==> config.mk <==
export PLATFORM = sky130hd
export DESIGN_NAME = at_response_line_parser_unit
export DESIGN_NICKNAME = d
export VERILOG_FILES = /design/src/hw/rtl/alpp_pkg.sv /design/src/hw/rtl/alpp_zmem.sv /design/src/hw/rtl/alpp_ctrl.sv /design/src/hw/rtl/at_response_line_parser_unit.sv
export SDC_FILE = /design/constraint.sdc
export NUM_CORES = 2
export LEC_CHECK = 0
export ABC_AREA = 1
export BUFFER_PORTS_ARGS = -buffer_cell sky130_fd_sc_hd__buf_2
export CORE_ASPECT_RATIO = 0.6
export CORE_UTILIZATION = 50
export DETAILED_ROUTE_END_ITERATION = 10
export PLACE_DENSITY = 0.76
export SKIP_CTS_REPAIR_TIMING = 1
export SYNTH_ARGS = -nofsm -noshare
export SYNTH_HDL_FRONTEND = slang
export SYNTH_HIERARCHICAL = 1
export SYNTH_SLANG_ARGS = --single-unit
==> constraint.sdc <==
create_clock -name clk -period 9.1 [get_ports clk]
set_input_delay 0.455 -clock clk [delete_from_list [all_inputs] [get_ports clk]]
set_output_delay 0.455 -clock clk [all_outputs]
set_load 0.03 [all_outputs]
==> src/hw/rtl/alpp_pkg.sv <==
// Shared types and constants of the AT response line parser.
package alpp_pkg;

  // Item kinds carried in tuser on the request side
  localparam logic KIND_BYTE = 1'b0;
  localparam logic KIND_READ = 1'b1;

  // Store selectors for read requests
  localparam logic [1:0] FIELD_QUAL  = 2'd0;
  localparam logic [1:0] FIELD_NAME  = 2'd1;
  localparam logic [1:0] FIELD_CLOCK = 2'd2;

  // Response kinds
  localparam logic [1:0] RESP_NONE  = 2'd0;
  localparam logic [1:0] RESP_QUAL  = 2'd1;
  localparam logic [1:0] RESP_NAME  = 2'd2;
  localparam logic [1:0] RESP_CLOCK = 2'd3;

  // Characters
  localparam logic [7:0] CHAR_NUL   = 8'h00;
  localparam logic [7:0] CHAR_CR    = 8'h0D;
  localparam logic [7:0] CHAR_LF    = 8'h0A;
  localparam logic [7:0] CHAR_PLUS  = 8'h2B;
  localparam logic [7:0] CHAR_COMMA = 8'h2C;
  localparam logic [7:0] CHAR_QUOTE = 8'h22;
  localparam logic [7:0] CHAR_COLON = 8'h3A;
  localparam logic [7:0] CHAR_A     = 8'h41;
  localparam logic [7:0] CHAR_C     = 8'h43;
  localparam logic [7:0] CHAR_K     = 8'h4B;
  localparam logic [7:0] CHAR_L     = 8'h4C;
  localparam logic [7:0] CHAR_N     = 8'h4E;
  localparam logic [7:0] CHAR_O     = 8'h4F;
  localparam logic [7:0] CHAR_P     = 8'h50;
  localparam logic [7:0] CHAR_Q     = 8'h51;
  localparam logic [7:0] CHAR_S     = 8'h53;

  // Line positions mirrored in flops for prefix matching
  localparam int HEAD_LEN = 6;

  // Text store: quality, name and clock share one memory
  localparam int QUAL_DEPTH     = 4;
  localparam int TEXT_DEPTH     = 42;
  localparam int TEXT_MEM_DEPTH = QUAL_DEPTH + 2 * TEXT_DEPTH;
  localparam int TEXT_AW        = $clog2(TEXT_MEM_DEPTH);

  localparam logic [TEXT_AW-1:0] QUAL_BASE  = TEXT_AW'(0);
  localparam logic [TEXT_AW-1:0] NAME_BASE  = TEXT_AW'(QUAL_DEPTH);
  localparam logic [TEXT_AW-1:0] CLOCK_BASE = TEXT_AW'(QUAL_DEPTH + TEXT_DEPTH);

  // Copy windows within the line
  localparam logic [5:0] QUAL_FIRST = 6'd6;
  localparam logic [5:0] QUAL_SPAN  = 6'd4;
  localparam logic [5:0] TEXT_FIRST = 6'd8;
  localparam logic [5:0] TEXT_SPAN  = 6'd42;

  typedef struct packed {
    logic       kind;
    logic [7:0] rx_byte;
    logic [1:0] read_field;
    logic [5:0] read_index;
  } alpp_item_t;

  typedef struct packed {
    logic       line_ended;
    logic [1:0] response_kind;
    logic [5:0] copied_count;
    logic       ok_at_start;
    logic [7:0] read_char;
  } alpp_result_t;

endpackage

==> src/hw/rtl/alpp_zmem.sv <==
// Single-port-write, single-port-read memory whose unwritten entries read as zero.
module alpp_zmem #(
  parameter int DEPTH = 65,
  parameter int AW    = 7
) (
  input  logic          clk,
  input  logic          rst,
  input  logic          we,
  input  logic [AW-1:0] waddr,
  input  logic [7:0]    wdata,
  input  logic [AW-1:0] raddr,
  output logic [7:0]    rdata
);

  logic [7:0]       mem [DEPTH];
  logic [DEPTH-1:0] valid;
  logic [7:0]       rdata_q;
  logic             rvalid_q;

  always_ff @(posedge clk) begin
    if (we) begin
      mem[waddr] <= wdata;
    end
    rdata_q <= mem[raddr];
  end

  always_ff @(posedge clk) begin
    if (rst) begin
      valid    <= '0;
      rvalid_q <= 1'b0;
    end else begin
      if (we) begin
        valid[waddr] <= 1'b1;
      end
      rvalid_q <= valid[raddr];
    end
  end

  assign rdata = rvalid_q ? rdata_q : 8'h00;

endmodule

==> src/hw/rtl/alpp_ctrl.sv <==
// Sequencer: line append, prefix match, copy walk and result register.
module alpp_ctrl #(
  parameter int LINE_CAPACITY = 64,
  parameter int LINE_AW       = 7
) (
  input  logic                        clk,
  input  logic                        rst,
  input  logic                        in_valid,
  output logic                        in_ready,
  input  alpp_pkg::alpp_item_t        item,
  output logic                        out_valid,
  input  logic                        out_ready,
  output alpp_pkg::alpp_result_t      result,
  output logic                        line_we,
  output logic [LINE_AW-1:0]          line_waddr,
  output logic [7:0]                  line_wdata,
  output logic [LINE_AW-1:0]          line_raddr,
  input  logic [7:0]                  line_rdata,
  output logic                        text_we,
  output logic [alpp_pkg::TEXT_AW-1:0] text_waddr,
  output logic [7:0]                  text_wdata,
  output logic [alpp_pkg::TEXT_AW-1:0] text_raddr,
  input  logic [7:0]                  text_rdata
);
  import alpp_pkg::*;

  typedef enum logic [3:0] {
    S_IDLE   = 4'b0001,
    S_MATCH  = 4'b0010,
    S_COPY   = 4'b0100,
    S_FINISH = 4'b1000
  } state_t;

  state_t             state;
  logic [LINE_AW-1:0] line_length;
  logic [7:0]         head [HEAD_LEN];
  logic [LINE_AW-1:0] cp_first;
  logic [5:0]         cp_span;
  logic [7:0]         cp_stop;
  logic [TEXT_AW-1:0] cp_base;
  logic [5:0]         iss;
  logic [5:0]         cnt;
  logic               pend;
  logic               res_ended;
  logic [1:0]         res_kind;
  logic               rd_hit;
  logic [TEXT_AW-1:0] rd_addr;

  logic               accept;
  logic               is_eol;
  logic               rd_hit_c;
  logic [TEXT_AW-1:0] rd_base;
  logic [TEXT_AW-1:0] rd_addr_c;
  logic               got;
  logic               done;
  logic               issue;
  logic [5:0]         cnt_p1;
  logic               m_csq;
  logic               m_qspn;
  logic               m_cclk;

  assign in_ready = (state == S_IDLE);
  assign accept   = in_valid && in_ready;
  assign is_eol   = (item.rx_byte == CHAR_CR) || (item.rx_byte == CHAR_LF);

  // Append or terminate the line on accept
  always_comb begin
    line_we    = 1'b0;
    line_waddr = line_length;
    line_wdata = item.rx_byte;
    if (accept && item.kind == KIND_BYTE && item.rx_byte != CHAR_NUL) begin
      if (is_eol) begin
        line_we    = 1'b1;
        line_wdata = CHAR_NUL;
      end else if (line_length < LINE_AW'(LINE_CAPACITY)) begin
        line_we = 1'b1;
      end
    end
  end

  // Read request address into the text memory
  always_comb begin
    unique case (item.read_field)
      FIELD_QUAL: begin
        rd_hit_c = (item.read_index < 6'(QUAL_DEPTH));
        rd_base  = QUAL_BASE;
      end
      FIELD_NAME: begin
        rd_hit_c = (item.read_index < 6'(TEXT_DEPTH));
        rd_base  = NAME_BASE;
      end
      FIELD_CLOCK: begin
        rd_hit_c = (item.read_index < 6'(TEXT_DEPTH));
        rd_base  = CLOCK_BASE;
      end
      default: begin
        rd_hit_c = 1'b0;
        rd_base  = QUAL_BASE;
      end
    endcase
    rd_addr_c = rd_hit_c ? (rd_base + TEXT_AW'(item.read_index)) : QUAL_BASE;
    // Hold the read address while the request waits for the result register
    text_raddr = (state == S_IDLE) ? rd_addr_c : rd_addr;
  end

  // Copy walk: one line read issued per cycle, its data checked in the cycle after
  assign cnt_p1     = cnt + 6'd1;
  assign got        = pend && (line_rdata != cp_stop);
  assign done       = pend && (!got || cnt_p1 == cp_span);
  assign issue      = (state == S_COPY) && (iss < cp_span) && !done;
  assign line_raddr = cp_first + LINE_AW'(iss);
  assign text_we    = (state == S_COPY) && got;
  assign text_waddr = cp_base + TEXT_AW'(cnt);
  assign text_wdata = line_rdata;

  assign m_csq  = head[0] == CHAR_PLUS && head[1] == CHAR_C && head[2] == CHAR_S
               && head[3] == CHAR_Q && head[4] == CHAR_COLON;
  assign m_qspn = head[0] == CHAR_PLUS && head[1] == CHAR_Q && head[2] == CHAR_S
               && head[3] == CHAR_P && head[4] == CHAR_N && head[5] == CHAR_COLON;
  assign m_cclk = head[0] == CHAR_PLUS && head[1] == CHAR_C && head[2] == CHAR_C
               && head[3] == CHAR_L && head[4] == CHAR_K && head[5] == CHAR_COLON;

  // Mirror of the first line positions
  always_ff @(posedge clk) begin
    if (rst) begin
      for (int i = 0; i < HEAD_LEN; i++) begin
        head[i] <= CHAR_NUL;
      end
    end else if (line_we && line_waddr < LINE_AW'(HEAD_LEN)) begin
      head[line_waddr[2:0]] <= line_wdata;
    end
  end

  always_ff @(posedge clk) begin
    if (rst) begin
      state       <= S_IDLE;
      line_length <= '0;
      out_valid   <= 1'b0;
      pend        <= 1'b0;
    end else begin
      if (out_valid && out_ready && state != S_FINISH) begin
        out_valid <= 1'b0;
      end
      unique case (state)
        S_IDLE: begin
          if (accept) begin
            res_ended <= 1'b0;
            res_kind  <= RESP_NONE;
            cnt       <= '0;
            rd_hit    <= (item.kind == KIND_READ) && rd_hit_c;
            rd_addr   <= rd_addr_c;
            state     <= S_FINISH;
            if (line_we) begin
              if (is_eol) begin
                line_length <= '0;
                res_ended   <= 1'b1;
                state       <= S_MATCH;
              end else begin
                line_length <= line_length + LINE_AW'(1);
              end
            end
          end
        end
        S_MATCH: begin
          iss   <= '0;
          pend  <= 1'b0;
          state <= S_COPY;
          priority if (m_csq) begin
            res_kind <= RESP_QUAL;
            cp_first <= LINE_AW'(QUAL_FIRST);
            cp_span  <= QUAL_SPAN;
            cp_stop  <= CHAR_COMMA;
            cp_base  <= QUAL_BASE;
          end else if (m_qspn) begin
            res_kind <= RESP_NAME;
            cp_first <= LINE_AW'(TEXT_FIRST);
            cp_span  <= TEXT_SPAN;
            cp_stop  <= CHAR_QUOTE;
            cp_base  <= NAME_BASE;
          end else if (m_cclk) begin
            res_kind <= RESP_CLOCK;
            cp_first <= LINE_AW'(TEXT_FIRST);
            cp_span  <= TEXT_SPAN;
            cp_stop  <= CHAR_QUOTE;
            cp_base  <= CLOCK_BASE;
          end else begin
            state <= S_FINISH;
          end
        end
        S_COPY: begin
          pend <= issue;
          if (issue) begin
            iss <= iss + 6'd1;
          end
          if (got) begin
            cnt <= cnt_p1;
          end
          if (done) begin
            state <= S_FINISH;
          end
        end
        S_FINISH: begin
          // Hold until the result register is free
          if (!out_valid || out_ready) begin
            result.line_ended    <= res_ended;
            result.response_kind <= res_kind;
            result.copied_count  <= cnt;
            result.ok_at_start   <= (head[0] == CHAR_O) && (head[1] == CHAR_K);
            result.read_char     <= rd_hit ? text_rdata : CHAR_NUL;
            out_valid            <= 1'b1;
            state                <= S_IDLE;
          end
        end
        default: begin
          state <= S_IDLE;
        end
      endcase
    end
  end

endmodule

==> src/hw/rtl/at_response_line_parser_unit.sv <==
// Top level of the AT response line parser: sequencer plus line and text memories.
//
//  port group  dir  tdata (low bit up)                               tuser          tlast
//  s_*         in   rx_byte[7:0] read_field[9:8] read_index[15:10]   kind           -
//  m_*         out  copied_count[5:0] ok_at_start[6] read_char[14:7] response_kind  line_ended
//
// A byte or read request passes from idle to the finish state, where its result is
// registered once the output register is free; a line end also passes the prefix
// match and, on a matching prefix, the copy walk, which reads the line memory one
// entry per cycle up to the stop character or the end of the copy window.
// Reset clears the memories' valid bits at once; no clearing pass is needed.
// A finished result waits in the output register; the next request is taken
// meanwhile and stalls only at its own result if m_tready stays low.
module at_response_line_parser_unit #(
  parameter int LINE_CAPACITY = 64
) (
  input  logic        clk,
  input  logic        rst,
  input  logic        s_tvalid,
  output logic        s_tready,
  input  logic [15:0] s_tdata,  // rx_byte, read_field, read_index
  input  logic        s_tuser,  // kind
  output logic        m_tvalid,
  input  logic        m_tready,
  output logic [15:0] m_tdata,  // copied_count, ok_at_start, read_char
  output logic [1:0]  m_tuser,  // response_kind
  output logic        m_tlast   // line_ended
);
  import alpp_pkg::*;

  localparam int LINE_DEPTH = LINE_CAPACITY + 1;
  localparam int LINE_AW    = $clog2(LINE_DEPTH);

  alpp_item_t         item;
  alpp_result_t       result;
  logic               line_we;
  logic [LINE_AW-1:0] line_waddr;
  logic [7:0]         line_wdata;
  logic [LINE_AW-1:0] line_raddr;
  logic [7:0]         line_rdata;
  logic               text_we;
  logic [TEXT_AW-1:0] text_waddr;
  logic [7:0]         text_wdata;
  logic [TEXT_AW-1:0] text_raddr;
  logic [7:0]         text_rdata;

  assign item.kind       = s_tuser;
  assign item.rx_byte    = s_tdata[7:0];
  assign item.read_field = s_tdata[9:8];
  assign item.read_index = s_tdata[15:10];

  assign m_tdata = {1'b0, result.read_char, result.ok_at_start, result.copied_count};
  assign m_tuser = result.response_kind;
  assign m_tlast = result.line_ended;

  alpp_ctrl #(
    .LINE_CAPACITY (LINE_CAPACITY),
    .LINE_AW       (LINE_AW)
  ) u_ctrl (
    .clk        (clk),
    .rst        (rst),
    .in_valid   (s_tvalid),
    .in_ready   (s_tready),
    .item       (item),
    .out_valid  (m_tvalid),
    .out_ready  (m_tready),
    .result     (result),
    .line_we    (line_we),
    .line_waddr (line_waddr),
    .line_wdata (line_wdata),
    .line_raddr (line_raddr),
    .line_rdata (line_rdata),
    .text_we    (text_we),
    .text_waddr (text_waddr),
    .text_wdata (text_wdata),
    .text_raddr (text_raddr),
    .text_rdata (text_rdata)
  );

  alpp_zmem #(
    .DEPTH (LINE_DEPTH),
    .AW    (LINE_AW)
  ) u_line_mem (
    .clk   (clk),
    .rst   (rst),
    .we    (line_we),
    .waddr (line_waddr),
    .wdata (line_wdata),
    .raddr (line_raddr),
    .rdata (line_rdata)
  );

  alpp_zmem #(
    .DEPTH (TEXT_MEM_DEPTH),
    .AW    (TEXT_AW)
  ) u_text_mem (
    .clk   (clk),
    .rst   (rst),
    .we    (text_we),
    .waddr (text_waddr),
    .wdata (text_wdata),
    .raddr (text_raddr),
    .rdata (text_rdata)
  );

endmodule

==> results.rst <==
.. list-table::
   :header-rows: 1

   * - Metric
     - Value
   * - Run status
     - complete, no violations
   * - Number of cells produced by synthesis
     - approximately 5700
   * - Fin Setup TNS
     - 0 ns
   * - Slew of the pin with the lowest slew margin
     - 1.15 ns
   * - Layout cell share with drive strength beyond 1
     - between 6 and 7%
   * - Final Routed Wirelength
     - about 160 mm
   * - Placement row count
     - 99
   * - First-pass GRT wire length
     - 247 mm
   * - Combined global-route utilization of all metal layers
     - roughly a quarter
   * - RSZ-0062 raised after global routing
     - false
   * - Sequential-to-total area share from yosys stat
     - 69.6%
   * - Initial Utilization
     - 50.8%
   * - Cells traversed along the worst timing path
     - nand2_1 > inv_2 > buf_4 > nand2_1 > o211ai_1 > o21ai_0 > inv_1 > nand2_1 > inv_1 > inv_1 > nor2_1 > clkinv_1 > nor2_1
   * - Critical-path top delay cell
     - sky130_fd_sc_hd__nor2_1
   * - Synth-to-layout area growth
     - 9.28%
   * - CTS tree
     - built
   * - Post-synthesis instance area
     - 62100 sq um
   * - Final setup violation count
     - 0
   * - Number of buffers inserted by port buffering
     - 40
   * - Post-route worst hold slack
     - 0.0323 ns
   * - Critical Path RT
     - about 9.5 ns
   * - Hold Violations, Final
     - 0
   * - Total Nets Final
     - approximately 5700
   * - Mean instance size in the synthesized netlist
     - about 11 sq um
   * - Worst reg2reg endpoint
     - u_text_mem/mem[7][2]
   * - Kind of start point of the critical path
     - register
   * - CP max FO
     - 90
   * - CTS Root Buffer Type
     - sky130_fd_sc_hd__clkbuf_16
   * - CP Buf/Inv Count
     - 6
   * - Delay of the slowest critical-path stage
     - roughly 1.1 ns
   * - RR Startpoint
     - u_line_mem/rvalid_q
   * - Initial DRC count
     - 6714
   * - Depth of the worst register-to-register path
     - 13
   * - Register-to-register setup slack
     - ~4.5 ns
   * - Max-slew violation count
     - 0
   * - Core outline area
     - 122000 sq um
   * - Most numerous cell types in the synthesized netlist
     - 1316 x sky130_fd_sc_hd__edfxtp_1, 1145 x sky130_fd_sc_hd__nor2_1, 1051 x sky130_fd_sc_hd__nand2_1, 601 x sky130_fd_sc_hd__nand3_1, 319 x sky130_fd_sc_hd__o21ai_0
   * - Die span in y
     - ~270 um
   * - Depth of the CTS H-tree
     - 4
   * - Remaining routing DRC violations
     - 0
   * - Headroom to the max-slew limit
     - 22.8%
   * - Share of the synthesized area in the top cell type
     - 63.7%
   * - Largest net degree at the start of global routing
     - roughly 210
   * - Nets in the synthesized netlist
     - around 5700
   * - RePlAce Congestion
     - approximately 0.96
   * - Synth warn
     - 6
   * - Total number of vias
     - 43400
   * - TritonCTS buffer count
     - between 100 and 150
   * - Number of enable flip-flop cells after synthesis
     - roughly 1300
   * - Via/cell ratio
     - just under 6
   * - Longest Clk Path Bufs
     - 3
   * - Worst min-delay path startpoint
     - m_tready
   * - Hold Path Stages
     - 4
   * - DP Cell Count
     - about 7000
   * - Number of cells in the finished layout apart from fillers
     - ~7300
   * - Total I/O pin count
     - 42
   * - Fin util
     - a little under three fifths
   * - Peak clock frequency supported by timing
     - about 220 MHz
   * - Max-cap check violation count
     - 0
   * - Skew-Pair Late Insertion Delay
     - approximately 0.78 ns
   * - Number of distinct library cell variants in the gate-level netlist after synthesis
     - 48
   * - Mean routed wirelength per cell
     - between 20 and 25 um
   * - Peak ir drop on the vdd network
     - roughly 210 uV
   * - Leakage power
     - roughly 24 nW
   * - Cell taking the most area after synthesis
     - sky130_fd_sc_hd__edfxtp_1
   * - Register clock-pin slew on the reported worst setup and hold paths
     - about 0.06 ns
   * - Worst path arrival time
     - around 5.0 ns
   * - Total Die Area
     - 126000 sq um
   * - Async S/R FF share, synth
     - 0%
   * - Antenna violations before repair
     - 2
   * - WHS Endpoint
     - u_ctrl/out_valid
   * - Number of sinks on the clock net
     - 1500
   * - Number of detailed-route iterations in the first pass
     - 7
   * - Most instantiated flip-flop cell in the synthesis netlist
     - sky130_fd_sc_hd__edfxtp_1
   * - Cells taking the most area after synthesis
     - sky130_fd_sc_hd__edfxtp_1 64%, sky130_fd_sc_hd__nor2_1 6.9%, sky130_fd_sc_hd__nand2_1 6.4%, sky130_fd_sc_hd__dfxtp_1 5.9%, sky130_fd_sc_hd__nand3_1 4.8%
   * - Final min period
     - ~4.6 ns
   * - Areal power density over the cells
     - between 200 and 300 nW/um^2
   * - Number of nets still failing antenna checks after routing
     - 0
   * - Maximum clock skew at final layout
     - 0.0352 ns
   * - GRT overflow
     - 0
   * - Seq cells post-synth
     - 1500
   * - Overall die width
     - between 400 and 500 um
   * - Most numerous cell in the Yosys netlist
     - sky130_fd_sc_hd__edfxtp_1
   * - Crit path from
     - u_line_mem/rvalid_q
   * - Crit Path Category
     - register to register
   * - Worst hold-check path type
     - primary input to register
   * - Sum of net half-perimeters after detailed placement
     - 98.2 mm
   * - Share of the clock period used by the worst path after layout
     - 50.5%
   * - Vias in the first global route
     - between 40000 and 50000
   * - Critical path capture point type
     - register
   * - Gate family responsible for the most delay along the worst path
     - buffers and inverters
## tightest hold or removal path, cell delays in order
cell,delay [ns]
sky130_fd_sc_hd__buf_2,0.07
sky130_fd_sc_hd__nor2_1,0.07
sky130_fd_sc_hd__nor2_1,0.11
sky130_fd_sc_hd__nor2_1,0.04
## cells in the final DEF, fill, tap and decap left out, types with 43 or more instances in the layout
| cell type | Yosys | final |
|---|---|---|
| sky130_fd_sc_hd__clkbuf_16 | 0 | 142 |
| sky130_fd_sc_hd__edfxtp_1 | 1316 | 1316 |
| sky130_fd_sc_hd__nand2_1 | 1051 | 1048 |
| sky130_fd_sc_hd__o21ai_1 | 100 | 100 |
| sky130_fd_sc_hd__dfxtp_1 | 184 | 184 |
| sky130_fd_sc_hd__o211ai_1 | 98 | 98 |
| sky130_fd_sc_hd__nor3_1 | 45 | 43 |
| sky130_fd_sc_hd__o22ai_1 | 46 | 46 |
| sky130_fd_sc_hd__buf_4 | 42 | 51 |
| sky130_fd_sc_hd__inv_1 | 264 | 256 |
| sky130_fd_sc_hd__o21ai_0 | 319 | 319 |
| sky130_fd_sc_hd__a21oi_1 | 71 | 71 |
| sky130_fd_sc_hd__nand3_1 | 601 | 601 |
| sky130_fd_sc_hd__nor2_1 | 1145 | 1139 |
## power breakdown
group | total (mW) | switching (mW) | leakage [nW] | internal (mW)
clock | 5.94 | 2.57 | 2.28 | 3.38
sequential | 7.62 | 0.0703 | 13.6 | 7.55
combinational | 3.84 | 2.93 | 7.98 | 0.907
## layer usage
layer / track usage, % / vias up / routed length, um
li1: - / 19400 / -
met1: 37.9 / 20900 / 67500
met2: 35.1 / 2711 / 67200
met3: 11.4 / 270 / 26600
met4: 7.05 / 2 / 3450
met5: 0 / - / 14
## metrics by stage
| stage | total power [mW] | cell area [sq um] | setup WS, ns |
|---|---|---|---|
| 6_report | 17.4 | 67800 | 4.50 |
| 2_1_floorplan | 10.3 | 62100 | 5.74 |
| 3_5_place_dp | 11.4 | 63200 | 4.47 |
| 4_1_cts | 17.3 | 67800 | 4.69 |
| 3_3_place_gp | 11.3 | 63200 | 4.47 |
| 5_1_grt | 18.0 | 67800 | 4.22 |
## worst max-delay path by stage
stage,end,slack (ns),depth (start not counted)
floorplan,u_ctrl/head[0][0],5.74,10
global placement,u_text_mem/rdata_q[2],4.47,19
detailed placement,u_text_mem/rdata_q[1],4.47,19
CTS,u_text_mem/mem[69][2],4.69,13
global route,u_text_mem/valid[71],4.22,15
finish,u_text_mem/mem[7][2],4.50,13
## cells by family after synthesis
family / after synthesis / share of synthesized area [%]
compound gates: 672 / 6.10
xor+xnor: 10 / 0.141
fa+ha+maj: 23 / 0.500
buf+inv: 611 / 4.52
flops: 1500 / 69.6
other cells: 1 / 0.00604
simple gates: 2884 / 19.1
## final cells by class
cell class                 instances  area [sq um]
clock inverter                    60           696
antenna                            4          10.0
sequential                      1500         43200
fill                            9776         54400
inverter                         288          1100
tap                             1616          2020
timing repair buffer              95           669
multi-input combinational       3590         16200
clock buffer                     196          3960
## registers in the layout (all words and copies together) (netlist names), 4 cells and up
name	cells
u_ctrl/rd_addr	7
u_line_mem/rdata_q	8
u_ctrl/state	4
u_ctrl/cnt	6
u_ctrl/iss	6
u_text_mem/rdata_q	8
u_ctrl/result	18
u_ctrl/head	48
u_text_mem/valid	88
u_text_mem/mem	704
u_ctrl/line_waddr	7
u_line_mem/valid	65
u_line_mem/mem	520
(Power assumes the default switching activity.)
